### src/rtl/visibility_transceiver_tracker_macros.svh
// Assertion macros used by the tracker back end (vtt_back).
// Each macro expects clk and rst in scope.
`ifndef VISIBILITY_TRANSCEIVER_TRACKER_MACROS_SVH
`define VISIBILITY_TRANSCEIVER_TRACKER_MACROS_SVH

// Same-cycle implication
`define VTT_ASSERT_NOW(lbl, ante, cons, msg) \
  lbl: assert property (@(posedge clk) disable iff (rst) (ante) |-> (cons)) else $error(msg);

// Next-cycle implication
`define VTT_ASSERT_NEXT(lbl, ante, cons, msg) \
  lbl: assert property (@(posedge clk) disable iff (rst) (ante) |=> (cons)) else $error(msg);

`endif

### src/rtl/vtt_pkg.sv
`timescale 1ns / 1ps
`default_nettype none

package vtt_pkg;

  // Transceiver action codes
  typedef enum logic [3:0] {
    ACT_UNKNOWN  = 4'd0,
    ACT_KEEP     = 4'd1,
    ACT_DISABLE  = 4'd2,
    ACT_TX_ONLY  = 4'd3,
    ACT_RX_ONLY  = 4'd4,
    ACT_TX_RX    = 4'd5,
    ACT_TX_MOD   = 4'd6,
    ACT_RX_MOD   = 4'd7,
    ACT_BOTH_MOD = 4'd8
  } action_t;

  localparam int UP_W   = 8;
  localparam int TIME_W = 32;
  localparam int LEN_W  = 16;

  // Classified pass word handed from front to back
  typedef struct packed {
    logic            empty;
    logic            last;
    logic            in_sight;
    logic [UP_W-1:0] up;
    logic            dn_any;
  } vtt_word_t;

  // Action from prior and new link state
  function automatic action_t decide_action(input logic [UP_W-1:0] old_up,
                                            input logic            old_dn,
                                            input logic [UP_W-1:0] new_up,
                                            input logic            new_dn);
    logic    had_tx;
    logic    has_tx;
    action_t act;
    had_tx = (old_up != '0);
    has_tx = (new_up != '0);
    if (!has_tx && !new_dn) begin
      act = (had_tx || old_dn) ? ACT_DISABLE : ACT_KEEP;
    end else if ((has_tx && !had_tx) || (new_dn && !old_dn)) begin
      if (has_tx && new_dn) act = ACT_TX_RX;
      else if (has_tx)      act = ACT_TX_ONLY;
      else                  act = ACT_RX_ONLY;
    end else if (had_tx && !has_tx) begin
      act = ACT_RX_ONLY;
    end else if (old_dn && !new_dn) begin
      act = ACT_TX_ONLY;
    end else if ((new_up != old_up) && (new_dn != old_dn)) begin
      act = ACT_BOTH_MOD;
    end else if (new_up != old_up) begin
      act = ACT_TX_MOD;
    end else if (new_dn != old_dn) begin
      act = ACT_RX_MOD;
    end else begin
      act = ACT_KEEP;
    end
    return act;
  endfunction

endpackage

`default_nettype wire

### src/rtl/vtt_front.sv
`timescale 1ns / 1ps
`default_nettype none

module vtt_front
  import vtt_pkg::*;
(
  input  wire logic              clk,
  input  wire logic              rst,
  input  wire logic              in_valid,
  output logic                   in_ready,
  input  wire logic [TIME_W-1:0] current_time,
  input  wire logic [TIME_W-1:0] pass_start,
  input  wire logic [LEN_W-1:0]  pass_length,
  input  wire logic [UP_W-1:0]   uplink_generation,
  input  wire logic [7:0]        downlink_generation,
  input  wire logic              last_pass,
  input  wire logic              empty_list,
  output logic                   word_valid,
  input  wire logic              word_ready,
  output vtt_word_t              word
);

  logic [TIME_W-1:0] pass_end;
  logic              in_sight;
  logic              take;

  // Visibility window, end taken modulo 2^32
  assign pass_end = pass_start + {{(TIME_W-LEN_W){1'b0}}, pass_length};
  assign in_sight = (current_time >= pass_start) && (current_time < pass_end);

  assign in_ready = !word_valid || word_ready;
  assign take     = in_valid && in_ready;

  // Stage register valid
  always_ff @(posedge clk) begin
    if (rst) begin
      word_valid <= 1'b0;
    end else if (in_ready) begin
      word_valid <= in_valid;
    end
  end

  // Classified word
  always_ff @(posedge clk) begin
    if (take) begin
      word.empty    <= empty_list;
      word.last     <= last_pass;
      word.in_sight <= in_sight;
      word.up       <= uplink_generation;
      word.dn_any   <= (downlink_generation != 8'd0);
    end
  end

endmodule

`default_nettype wire

### src/rtl/vtt_queue.sv
`timescale 1ns / 1ps
`default_nettype none

module vtt_queue
  import vtt_pkg::*;
#(
  parameter int DEPTH = 4
) (
  input  wire logic      clk,
  input  wire logic      rst,
  input  wire logic      push_valid,
  output logic           push_ready,
  input  wire vtt_word_t push_word,
  output logic           pop_valid,
  input  wire logic      pop_ready,
  output vtt_word_t      pop_word
);

  localparam int PW = (DEPTH > 1) ? $clog2(DEPTH) : 1;
  localparam int CW = $clog2(DEPTH + 1);

  vtt_word_t       mem [DEPTH];
  logic [PW-1:0]   wr_ptr;
  logic [PW-1:0]   rd_ptr;
  logic [CW-1:0]   count;
  logic            push;
  logic            pop;

  assign push_ready = (count != CW'(DEPTH));
  assign pop_valid  = (count != '0);
  assign push       = push_valid && push_ready;
  assign pop        = pop_valid && pop_ready;
  assign pop_word   = mem[rd_ptr];

  // Storage
  always_ff @(posedge clk) begin
    if (push) begin
      mem[wr_ptr] <= push_word;
    end
  end

  // Pointers and fill count
  always_ff @(posedge clk) begin
    if (rst) begin
      wr_ptr <= '0;
      rd_ptr <= '0;
      count  <= '0;
    end else begin
      if (push) wr_ptr <= (wr_ptr == PW'(DEPTH - 1)) ? '0 : wr_ptr + 1'b1;
      if (pop)  rd_ptr <= (rd_ptr == PW'(DEPTH - 1)) ? '0 : rd_ptr + 1'b1;
      case ({push, pop})
        2'b10:   count <= count + 1'b1;
        2'b01:   count <= count - 1'b1;
        default: count <= count;
      endcase
    end
  end

endmodule

`default_nettype wire

### src/rtl/vtt_back.sv
`timescale 1ns / 1ps
`default_nettype none

`include "visibility_transceiver_tracker_macros.svh"

module vtt_back
  import vtt_pkg::*;
(
  input  wire logic            clk,
  input  wire logic            rst,
  input  wire logic            word_valid,
  output logic                 word_ready,
  input  wire vtt_word_t       word,
  output logic                 out_valid,
  input  wire logic            out_ready,
  output logic [3:0]           action,
  output logic [UP_W-1:0]      min_uplink,
  output logic                 downlink_available
);

  logic [UP_W-1:0] run_min_uplink;
  logic            run_downlink;
  logic [UP_W-1:0] prior_uplink;
  logic            prior_downlink;
  logic [UP_W-1:0] min_next;
  logic            dn_next;
  logic            pop;
  logic            emit;

  assign word_ready = !out_valid || out_ready;
  assign pop        = word_valid && word_ready;
  assign emit       = pop && (word.empty || word.last);

  // Running minimum and downlink flag including this pass
  always_comb begin
    min_next = run_min_uplink;
    dn_next  = run_downlink;
    if (word.in_sight) begin
      if ((run_min_uplink == '0) || (word.up < run_min_uplink)) min_next = word.up;
      if (word.dn_any) dn_next = 1'b1;
    end
  end

  // List state
  always_ff @(posedge clk) begin
    if (rst) begin
      run_min_uplink <= '0;
      run_downlink   <= 1'b0;
      prior_uplink   <= '0;
      prior_downlink <= 1'b0;
    end else if (pop && !word.empty) begin
      if (word.last) begin
        prior_uplink   <= min_next;
        prior_downlink <= dn_next;
        run_min_uplink <= '0;
        run_downlink   <= 1'b0;
      end else begin
        run_min_uplink <= min_next;
        run_downlink   <= dn_next;
      end
    end
  end

  // Output register valid
  always_ff @(posedge clk) begin
    if (rst) begin
      out_valid <= 1'b0;
    end else if (word_ready) begin
      out_valid <= emit;
    end
  end

  // Output word
  always_ff @(posedge clk) begin
    if (emit) begin
      if (word.empty) begin
        action             <= ACT_UNKNOWN;
        min_uplink         <= '0;
        downlink_available <= 1'b0;
      end else begin
        action             <= decide_action(prior_uplink, prior_downlink,
                                            min_next, dn_next);
        min_uplink         <= min_next;
        downlink_available <= dn_next;
      end
    end
  end

  `VTT_ASSERT_NOW(a_unknown_is_blank, out_valid && (action == ACT_UNKNOWN), (min_uplink == '0) && !downlink_available, "unknown action with nonzero link fields")
  `VTT_ASSERT_NOW(a_idle_links_action, out_valid && (min_uplink == '0) && !downlink_available, (action == ACT_UNKNOWN) || (action == ACT_KEEP) || (action == ACT_DISABLE), "bad action with no links in sight")
  `VTT_ASSERT_NEXT(a_list_end_clears, pop && word.last && !word.empty, (run_min_uplink == '0) && !run_downlink && (prior_uplink == min_uplink), "running state not rolled over at list end")

endmodule

`default_nettype wire

### src/rtl/visibility_transceiver_tracker.sv
`timescale 1ns / 1ps
`default_nettype none

// Visibility transceiver tracker: takes one pass word per cycle while in_ready is
// high, tests it against the current time, folds in-sight passes into a running
// lowest uplink generation and a downlink flag, and on the last pass of a list
// (or on an empty-list word) delivers one result with the transceiver action
// against the previous list. Throughput is one word per clock unless stalled.
// A word is captured by the front classify register when accepted, moves into
// the pass queue (QUEUE_DEPTH words) and then into the back output register.
// The queue lets the input side keep accepting while a result waits to be taken.
module visibility_transceiver_tracker
  import vtt_pkg::*;
#(
  parameter int QUEUE_DEPTH = 4
) (
  input  wire logic              clk,
  input  wire logic              rst,
  input  wire logic              in_valid,
  output logic                   in_ready,
  input  wire logic [TIME_W-1:0] current_time,
  input  wire logic [TIME_W-1:0] pass_start,
  input  wire logic [LEN_W-1:0]  pass_length,
  input  wire logic [UP_W-1:0]   uplink_generation,
  input  wire logic [7:0]        downlink_generation,
  input  wire logic              last_pass,
  input  wire logic              empty_list,
  output logic                   out_valid,
  input  wire logic              out_ready,
  output logic [3:0]             action,
  output logic [UP_W-1:0]        min_uplink,
  output logic                   downlink_available
);

  logic      f_valid;
  logic      f_ready;
  vtt_word_t f_word;
  logic      q_valid;
  logic      q_ready;
  vtt_word_t q_word;

  // Front: accept and classify
  vtt_front u_front (
    .clk                 (clk),
    .rst                 (rst),
    .in_valid            (in_valid),
    .in_ready            (in_ready),
    .current_time        (current_time),
    .pass_start          (pass_start),
    .pass_length         (pass_length),
    .uplink_generation   (uplink_generation),
    .downlink_generation (downlink_generation),
    .last_pass           (last_pass),
    .empty_list          (empty_list),
    .word_valid          (f_valid),
    .word_ready          (f_ready),
    .word                (f_word)
  );

  // Pass queue
  vtt_queue #(
    .DEPTH (QUEUE_DEPTH)
  ) u_queue (
    .clk        (clk),
    .rst        (rst),
    .push_valid (f_valid),
    .push_ready (f_ready),
    .push_word  (f_word),
    .pop_valid  (q_valid),
    .pop_ready  (q_ready),
    .pop_word   (q_word)
  );

  // Back: list state and action
  vtt_back u_back (
    .clk                (clk),
    .rst                (rst),
    .word_valid         (q_valid),
    .word_ready         (q_ready),
    .word               (q_word),
    .out_valid          (out_valid),
    .out_ready          (out_ready),
    .action             (action),
    .min_uplink         (min_uplink),
    .downlink_available (downlink_available)
  );

endmodule

`default_nettype wire

### config.mk
export PLATFORM = sky130hd
export DESIGN_NAME = visibility_transceiver_tracker
export DESIGN_NICKNAME = d
export VERILOG_FILES = /design/src/rtl/vtt_pkg.sv /design/src/rtl/vtt_front.sv /design/src/rtl/vtt_queue.sv /design/src/rtl/vtt_back.sv /design/src/rtl/visibility_transceiver_tracker.sv
export VERILOG_INCLUDE_DIRS = /design/src /design/src/rtl
export SDC_FILE = /design/constraint.sdc
export NUM_CORES = 1
export LEC_CHECK = 0
export BUFFER_PORTS_ARGS = -buffer_cell sky130_fd_sc_hd__buf_2
export CAP_MARGIN = 20
export CORE_MARGIN = 2
export CORE_UTILIZATION = 51
export DETAILED_ROUTE_END_ITERATION = 12
export PLACE_DENSITY_LB_ADDON = 0.08
export RECOVER_POWER = 50
export SYNTH_ARGS = -nofsm -noshare
export SYNTH_HDL_FRONTEND = slang
export SYNTH_SLANG_ARGS = --single-unit
### constraint.sdc
create_clock -name clk -period 4.4 [get_ports clk]
set_clock_uncertainty 0.15 [all_clocks]
set_input_delay 0.22 -clock clk [delete_from_list [all_inputs] [get_ports clk]]
set_output_delay 0.22 -clock clk [all_outputs]
set_load 0.1 [all_outputs]
==> results.py, run 1 <==
metrics = {
    "status": {
        "outcome": "completed",
    },
    "pwr": {
        "cellPowerDensity_nw_per_um2": 521,
        "finalPower_mw": 4.19,
        "max-vdd-ir-drop_uv": 393,
        "leakage_nw": 3.48,
    },
    "routing": {
        "num_vias": 5278,
        "dr.first_iter.drc_count": 312,
        "viasPerCell": 5.48,
        "route.detailed.drc": 0,
        "wl_per_cell_um": 15.5,
        "antenna_left": 0,
        "dr.pass1.iters": 5,
        "drt_wl_total_um": 14900,
    },
    "global_route": {
        "grt_usage_pct": 21.3,
        "grt_pass1_vias": 5419,
        "grt.overflow.total": 0,
        "grt_max_degree": 28,
        "grt_pass1_wl_um": 24400,
        "antenna_found_initial": 0,
    },
    "synthesis": {
        "syn_nets": 840,
        "ys_async_sr_fraction_pct": 0,
        "netlist_instances": 641,
        "ys_warn_count": 0,
        "synth_xor_area_share_pct": 5.01,
        "synthDominantCellAreaShare_pct": 32.2,
        "syn_area_um2": 6820,
        "synth-compound-area-share_pct": 13.7,
        "synth_flop_cell": "edfxtp_1",
        "yosysUniqueCellTypes": 57,
        "yosys.area.top_type": "edfxtp_1",
        "synth_top_family_by_area": "adder cells",
        "synth_fa_ha_area_share_pct": 18.0,
        "synthMuxAreaShare_pct": 6.18,
        "ys_ff_latch": 102,
        "yosys.area_share.simple_pct": 11.9,
        "synth_enable_flop_cells": 73,
        "synth.area.top_cells": "edfxtp_1 (32%), ha_1 (17%), dfxtp_1 (8.5%)",
        "synthTopCellsByCount": "ha_1 (95), edfxtp_1 (73), inv_1 (67), nor2_1 (53), a21oi_1 (37)",
        "yosysMostFrequentCell": "ha_1",
        "synth.avg_cell_area_um2": 10.6,
        "seq_area_frac_synth_pct": 40.7,
    },
    "sta": {
        "period_needed_ps": 4110,
        "finalSetupTns_ps": 0,
        "setup_viol": 0,
        "rsz0062_at_grt": "no",
        "hold_viol": 0,
        "drv_slew": 0,
        "finalCritPeriodShare_pct": 93.4,
        "max_freq_mhz": 243,
        "tightest_slew_ps": 1170,
        "maxSlewHeadroom_pct": 22.3,
    },
    "floorplan": {
        "dieArea_um2": 14300,
        "core_area_um2": 13100,
        "rows": 42,
        "start_util_pct": 51.9,
        "pin_count": 117,
        "chipWidth_um": 120,
        "die_h_um": 120,
    },
    "worst_hold_path": {
        "hold_class": "in2reg",
    },
    "finish": {
        "seq_area_um2": 2770,
        "antenna_cells": 0,
        "nNetsFinal": 981,
        "drive_gt1_share_pct": 17.9,
        "multi_input_area_um2": 3730,
        "area_growth_syn_to_layout_pct": 18.0,
        "n_fill_cell": 1131,
    },
    "setup_path": {
        "reg2reg_to": "u_back.action[1]",
        "worstPathArrival_ps": 4120,
        "path_class": "reg2reg",
        "reg2reg_depth": 16,
        "worst-r2r-setup-slack_ps": 290,
        "cp_data_required_time_ps": 4420,
        "slowest_delay_ps": 580,
        "startpoint_type": "register",
        "endpoint": "u_back.action[1]",
        "crit_path_end_kind": "register",
        "cp_max_fo": 11,
        "crit_slowest_cell": "mux4_2",
        "path_cells": "buf_4 -> mux4_2 -> ha_1 -> a211oi_1 -> nor2_1 -> o31ai_1 -> nand3_2 -> buf_4 -> inv_1 -> a31o_2 -> nand3_1 -> ha_1 -> o21bai_1 -> a21oi_1 -> o41ai_1 -> a211oi_1",
    },
    "clocking": {
        "clkTransAtPathRegs_ps": 70,
        "cts_setup_buffers": 0,
        "cts.sinks": 102,
        "cts_tree": "done",
        "cts_buffers": 9,
        "root_buffer": "clkbuf_16",
        "clk_latency_ps": 350,
        "clockBufferDepth": 2,
        "cts_max_level": 3,
    },
    "placement": {
        "io_buffers": 116,
        "dpl.hpwl_um": 11700,
        "gp_congestion": 0.863,
    },
    "run": {
        "drv_cap": 0,
    },
}
where the power goes:
group / leakage [nW] / switching [mW] / internal, mW
combinational: 2.44 / 1.38 / 0.702
sequential: 0.907 / 0.114 / 1.23
clock: 0.142 / 0.366 / 0.397
cell usage in the layout, fill, tap and decap left out, types with 8 or more instances in the layout:
cell           synthesis  layout
nand3_1               14      14
a211oi_1              16      16
a22oi_1               10      10
xnor2_1               25      25
nor2b_1                8       8
nor4_1                 9       9
inv_1                 67      67
nor2_1                53      53
dlygate4sd3_1          0      13
and3_1                13      13
ha_1                  95      95
clkbuf_16              0       9
clkbuf_1               5      16
nand4_1               16      16
mux2i_1               11      11
buf_4                  0      10
edfxtp_1              73      73
buf_2                  3     101
a21oi_1               37      37
nand2_1               16      16
o21ai_0               32      32
dfxtp_1               29      29
a21o_1                19      19
xor2_1                14      14
logic make-up after synthesis:
kind of cell	count (synthesis)
muxes	24
DFF	102
xor gates and xnor gates	39
AOI/OAI and AO/OA	146
buffers and inverters	78
adders and majority gates	97
and+or+nand+nor	155
worst min-delay path by stage:
stage / from / end / slack, ps / cells past startpoint
finish: in_valid / u_front.word_valid / 20 / 3
global route: in_valid / u_front.word_valid / 40 / 3
floorplan: last_pass / u_front.word[10] / 170 / 0
detailed placement: uplink_generation[7] / u_front.word[8] / 250 / 1
global placement: uplink_generation[3] / u_front.word[4] / 250 / 1
CTS: in_valid / u_front.word_valid / 10 / 3
what timing repair did:
item | 4_1_cts | 5_1_grt
setup endpoints to repair | 0 | 0
gates resized for setup | 0 | 0
hold buffers | 13 | 0
endpoints found under the hold margin | 11 | 0
registers in the layout (all words and copies together), names as in the netlist, named ones only:
name and count:
u_queue.wr_ptr 2, u_front.word_valid 1, u_back.run_min_uplink 8, u_front.word 12, u_back.prior_uplink 8, u_queue.count 3
u_back.downlink_available 1, u_back.prior_downlink 1, u_back.action 4, u_back.run_downlink 1, u_back.min_uplink 8, u_queue.rd_ptr 2
u_queue.mem 48, u_back.out_valid 1
worst max-delay path, delay by kind of cell (launching register included):
kind / cells / cell delay, ps
AND/OR/NAND/NOR: 3 / 280
buffers and inverters: 3 / 530
adder cells (fa/ha/maj): 2 / 550
flip-flops: 1 / 560
AO/OA/AOI/OAI: 7 / 1260
multiplexers: 1 / 580
per-stage QoR:
stage / hold slack, ps / instance area, um^2 / std cells / setup WS [ps] / utilization (%)
6_report: 15.7 / 8040 / 963 / 291 / 61.2
5_1_grt: 37.7 / 8040 / 963 / 66.6 / 61.2
4_1_cts: 14.5 / 8070 / 963 / 302 / 61.4
3_5_place_dp: 248 / 7640 / 934 / 153 / 58.2
3_3_place_gp: 247 / 7640 / 934 / 185 / 58.2
2_1_floorplan: 169 / 6820 / 641 / 618 / -
metal layers:
metal | up-vias | share of wire (%) | track usage, %
met1 | 2437 | 42 | 24.8
met2 | 134 | 52 | 39.6
met3 | 31 | 3.9 | 3.14
met5 | - | 0 | 0
li1 | 2676 | - | -
met4 | 0 | 2.1 | 7.57
layout make-up:
cell class | count | share of cell area (%)
tap | 176 | 2.74
multi-input combinational | 461 | 46.4
inverter | 68 | 3.17
clock buffer | 9 | 2.80
sequential | 102 | 34.5
clock inverter | 7 | 0.824
timing repair buffer | 140 | 9.58
No activity file was read; power rests on OpenSTA's default activity.
==> run 2, diff against run 1 <==
--- a/config.mk
+++ b/config.mk
@@ -11,7 +11,7 @@
 export CORE_MARGIN = 2
 export CORE_UTILIZATION = 51
 export DETAILED_ROUTE_END_ITERATION = 12
-export PLACE_DENSITY_LB_ADDON = 0.08
+export PLACE_DENSITY = 0.85
 export RECOVER_POWER = 50
 export SYNTH_ARGS = -nofsm -noshare
 export SYNTH_HDL_FRONTEND = slang
==> run 2 against run 1 <==
Net effect: clock-buffer cell count did not move; via count grew 1.3%; register-to-register slack got worse by 20 ps; sequential cell count did not move; clock power up 11%; worst hold slack better by 22 ps; global-route usage up 0.10 points; sequential power about the same; final cell count shrank 0.42%; highest routed layer unchanged; largest power group unchanged; total power up 1.3%; largest cell class unchanged; combinational power barely moved.
==> results.py, run 2 (same netlist as run 1, synthesis figures left out) <==
metrics = {
    "clocking": {
        "cts_tree": "done",
        "cts_setup_buffers": 0,
        "clockBufferDepth": 2,
        "cts_buffers": 9,
        "clkTransAtPathRegs_ps": 70,
        "cts_max_level": 3,
        "clk_latency_ps": 340,
        "root_buffer": "clkbuf_16",
        "cts.sinks": 102,
    },
    "worst_hold_path": {
        "hold_start": "downlink_generation[6]",
        "hold_class": "in2reg",
        "whs_endpoint": "u_front.word[0]",
        "whs_path_depth": 3,
    },
    "floorplan": {
        "die_h_um": 120,
        "pin_count": 117,
        "rows": 42,
        "start_util_pct": 51.9,
        "chipWidth_um": 120,
        "dieArea_um2": 14300,
        "core_area_um2": 13100,
    },
    "setup_path": {
        "slowest_delay_ps": 650,
        "worstPathArrival_ps": 4140,
        "cp_max_fo": 12,
        "crit_path_end_kind": "register",
        "worst-r2r-setup-slack_ps": 270,
        "path_cells": "buf_4 -> mux4_1 -> ha_1 -> a211oi_1 -> nor2_1 -> o31ai_1 -> nand3_2 -> mux2i_1 -> xor2_1 -> nand3_1 -> ha_1 -> o21bai_1 -> a21oi_1 -> o41ai_1 -> a211oi_1",
        "reg2reg_depth": 15,
        "reg2reg_to": "u_back.action[1]",
        "cp_data_required_time_ps": 4420,
        "crit_slowest_cell": "mux4_1",
        "startpoint_type": "register",
        "path_class": "reg2reg",
    },
    "finish": {
        "seq_area_um2": 2770,
        "antenna_cells": 0,
        "final_common_cell": "buf_2",
        "multi_input_area_um2": 3730,
        "n_fill_cell": 1072,
        "reg.largest.list": "u_queue.mem x48, u_front.word x12",
        "mostFrequentLayoutCells": "buf_2 (102), ha_1 (95), edfxtp_1 (73)",
        "regMostFlops": "u_queue.mem",
        "nNetsFinal": 977,
        "area_growth_syn_to_layout_pct": 17.9,
        "largest_reg_flops": 48,
        "drive_gt1_share_pct": 17.6,
    },
    "global_route": {
        "grt_max_degree": 28,
        "grt_usage_pct": 21.4,
        "grt_pass1_vias": 5329,
        "grt.overflow.total": 0,
        "antenna_found_initial": 0,
        "grt_pass1_wl_um": 24800,
    },
    "sta": {
        "maxSlewHeadroom_pct": 22.7,
        "hold_viol": 0,
        "setup_viol": 0,
        "period_needed_ps": 4130,
        "rsz0062_at_grt": "no",
        "tightest_slew_ps": 1160,
        "finalSetupTns_ps": 0,
        "finalCritPeriodShare_pct": 93.8,
        "max_freq_mhz": 242,
        "drv_slew": 0,
    },
    "pwr": {
        "p_switching_mw": 1.82,
        "power.internal_mw": 2.42,
        "max-vdd-ir-drop_uv": 314,
        "seqPwrFrac_pct": 31.6,
        "power_frac_clock_pct": 19.9,
        "finalPower_mw": 4.24,
        "swShare_pct": 42.9,
        "cellPowerDensity_nw_per_um2": 528,
        "leakage_nw": 3.48,
        "combinationalPowerShare_pct": 48.5,
    },
    "placement": {
        "io_buffers": 116,
        "gp_congestion": 0.920,
        "dpl.hpwl_um": 11400,
    },
    "routing": {
        "drt_wl_total_um": 14600,
        "route.detailed.drc": 0,
        "antenna_left": 0,
        "viasPerCell": 5.58,
        "num_vias": 5348,
        "dr.pass1.iters": 5,
        "dr.first_iter.drc_count": 330,
        "wl_per_cell_um": 15.3,
    },
    "run": {
        "drv_cap": 0,
    },
    "status": {
        "outcome": "completed",
    },
}
[run 2: changes by cell type in the layout (fill, tap and decap cells not counted), sizes merged]
cell and delta:
buf -1, inv -2, clkbuf -1, dlygate4sd3 -2
bufinv +2
[run 2: worst max path at each step]
stage | endpoint | slack, ps
after floorplan | u_front.word[9] | 620
after global placement | u_front.word[9] | 350
after detailed placement | u_front.word[9] | 200
after CTS | u_back.action[1] | 300
after global routing | u_back.action[1] | 8
final | u_back.action[1] | 270
[run 2: metal layers]
layer  GRT usage, %  up-vias  part of all wire, %
met1           26.4     2507                   44
met3           3.90       20                  4.9
li1               -     2664                    -
met5              0        -                    0
met4           6.03        0                  1.4
met2           38.3      157                   50
[run 2: stage by stage]
step,worst slack [ps],instances,utilization [%],hold slack (ps),cell area (um^2)
final,271,959,61.2,37.9,8040
after global routing,7.71,959,61.2,28.7,8040
after CTS,299,959,61.4,20.5,8060
after detailed placement,202,932,58.1,249,7630
after global placement,349,932,58.1,247,7630
after floorplan,618,641,-,169,6820
[run 2: final cells by class]
type / instances / area share (%)
Multi-Input combinational cell: 461 / 46.4
Sequential cell: 102 / 34.5
Timing Repair Buffer: 136 / 9.17
Inverter: 68 / 3.18
Clock buffer: 9 / 2.80
Tap cell: 176 / 2.74
Clock inverter: 7 / 1.18
[run 2: worst max-delay path: cells and delay by family, from the launching register on]
family                   cells  cell delay, ps
adder cells (fa/ha/maj)      2             650
XOR/XNOR                     1             240
multiplexers                 2             980
buffers and inverters        1             240
AND/OR/NAND/NOR              3             330
flip-flops                   1             310
AO/OA/AOI/OAI                6            1050
[run 2: power by group through the flow]
stage | Sequential (mW) | Combinational, mW | Clock [mW]
floorplan | 1.82 | 1.16 | 0
global placement | 1.35 | 2.00 | 0
detailed placement | 1.36 | 2.05 | 0
CTS | 1.34 | 2.07 | 0.857
global route | 1.36 | 2.25 | 0.901
finish | 1.34 | 2.06 | 0.845
[run 2: what timing repair did]
item | 4_1_cts | 5_1_grt
gates resized for setup | 0 | 0
endpoints found under the hold margin | 11 | 0
hold buffers | 11 | 0
==> run 3, diff against run 2 <==
--- a/config.mk
+++ b/config.mk
@@ -8,7 +8,7 @@
 export LEC_CHECK = 0
 export BUFFER_PORTS_ARGS = -buffer_cell sky130_fd_sc_hd__buf_2
 export CAP_MARGIN = 20
-export CORE_MARGIN = 2
+export CORE_MARGIN = 5
 export CORE_UTILIZATION = 51
 export DETAILED_ROUTE_END_ITERATION = 12
 export PLACE_DENSITY = 0.85
==> run 3 against run 2 <==
Net effect: largest power group unchanged; largest cell class unchanged; final cell count down 0.21%; die area up 10%; combinational power about the same.
==> results.py, run 3 (same netlist as run 1, synthesis figures left out) <==
metrics = {
    "status": {
        "outcome": "completed",
    },
    "finish": {
        "finish.utilization_pct": 60.5,
        "final_common_cell": "buf_2",
        "largest_reg_flops": 48,
        "antenna_cells": 0,
        "drive_gt1_share_pct": 17.4,
        "reg.largest.list": "u_queue.mem x48, u_front.word x12",
        "nNetsFinal": 975,
        "n_fill_cell": 1107,
        "postLayoutCellArea_um2": 7980,
        "regMostFlops": "u_queue.mem",
        "area_growth_syn_to_layout_pct": 17.1,
        "layout.cells.non_filler": 957,
        "mostFrequentLayoutCells": "buf_2 (100), ha_1 (95), edfxtp_1 (73)",
    },
    "pwr": {
        "max-vdd-ir-drop_uv": 257,
        "finalPower_mw": 4.13,
        "leakage_nw": 3.46,
        "cellPowerDensity_nw_per_um2": 518,
    },
    "setup_path": {
        "path_class": "reg2reg",
        "slowest_delay_ps": 720,
        "startpoint_type": "register",
        "cp_data_required_time_ps": 4340,
        "path_cells": "buf_4 -> mux4_1 -> ha_1 -> o21ai_0 -> nor2_1 -> o31ai_1 -> nand3_2 -> buf_4 -> mux2i_1 -> nand2_1 -> nand3_1 -> ha_1 -> o21bai_1 -> a21oi_1 -> o41ai_1 -> a211oi_1",
        "crit_slowest_cell": "mux4_1",
        "worstPathArrival_ps": 3970,
        "crit_path_end_kind": "register",
        "cp_max_fo": 12,
    },
    "routing": {
        "dr.first_iter.drc_count": 308,
        "viasPerCell": 5.58,
        "antenna_left": 0,
        "drt_wl_total_um": 15200,
        "route.detailed.drc": 0,
        "dr.pass1.iters": 5,
        "num_vias": 5340,
        "wl_per_cell_um": 15.9,
    },
    "global_route": {
        "grt_pass1_vias": 5583,
        "grt.overflow.total": 0,
        "antenna_found_initial": 0,
        "grt_max_degree": 28,
        "grt_pass1_wl_um": 25500,
        "grt_usage_pct": 19.5,
    },
    "sta": {
        "drv_slew": 0,
        "finalCritPeriodShare_pct": 91.5,
        "setup_viol": 0,
        "rsz0062_at_grt": "no",
        "maxSlewHeadroom_pct": 21.7,
        "tightest_slew_ps": 1180,
        "hold_viol": 0,
        "fin_ws_ps": 373,
        "whs_ps": 24.9,
        "finalSetupTns_ps": 0,
        "max_freq_mhz": 248,
        "period_needed_ps": 4030,
    },
    "placement": {
        "dp_cells": 930,
        "dpl.hpwl_um": 12100,
        "dp_worst_setup_slack_ps": 283,
        "io_buffers": 116,
        "postPlaceCellArea_um2": 7610,
        "gp_congestion": 0.917,
    },
    "worst_hold_path": {
        "hold_class": "in2reg",
    },
    "clocking": {
        "clk_latency_ps": 340,
        "cts_max_level": 3,
        "clkTransAtPathRegs_ps": 70,
        "root_buffer": "clkbuf_16",
        "cts.sinks": 102,
        "cts_tree": "done",
        "cts_buffers": 9,
        "clockBufferDepth": 2,
    },
    "floorplan": {
        "core_area_um2": 13200,
        "pin_count": 117,
        "rows": 42,
        "dieArea_um2": 15800,
        "start_util_pct": 51.7,
        "die_h_um": 126,
        "chipWidth_um": 126,
    },
    "run": {
        "drv_cap": 0,
    },
}
-- run 3: layout make-up --
type / count / area [um^2] / area share [%]
clock buffer: 10 / 239 / 2.99
tap: 176 / 220 / 2.76
timing repair buffer: 134 / 719 / 9.01
inverter: 68 / 255 / 3.20
multi-input combinational: 461 / 3730 / 46.8
sequential: 102 / 2770 / 34.7
clock inverter: 6 / 43.8 / 0.549
-- run 3: repair_timing --
action	in CTS	in global routing
hold buffers	11	0
setup buffers	0	0
setup endpoints to repair	0	0
gates resized for setup	0	0
endpoints found under the hold margin	11	0
-- run 3: routing by layer --
layer | global-route usage, % | share of wire, % | up-vias
li1 | - | - | 2658
met1 | 22.4 | 41 | 2492
met2 | 36.4 | 51 | 162
met3 | 3.85 | 6.2 | 28
met4 | 6.06 | 1.7 | 0
met5 | 0 | 0 | -
-- run 3: path summary, 6_finish.rpt --
| check | endpoint | slack (ps) | startpoint | cells past startpoint |
|---|---|---|---|---|
| worst max-delay path | u_back.action[1] | 370 | register | 16 |
| worst min-delay path | u_front.word[0] | 20 | downlink_generation[6] | 3 |
| worst max register to register | u_back.action[1] | 370 | register | 16 |
| worst min register to register | u_queue.wr_ptr[1] | 360 | u_queue.wr_ptr[1] | 2 |
-- run 3: critical path, delay by kind of cell (launching register included) --
kind | cells | cell delay, ps
muxes | 2 | 1010
AOI/OAI and AO/OA | 6 | 810
adders and majority gates | 2 | 590
buffers and inverters | 2 | 450
and+or+nand+nor | 4 | 410
DFF | 1 | 310
-- run 3: power by group --
group / internal (mW) / switching, mW
Sequential: 1.23 / 0.103
Combinational: 0.678 / 1.37
Clock: 0.404 / 0.349
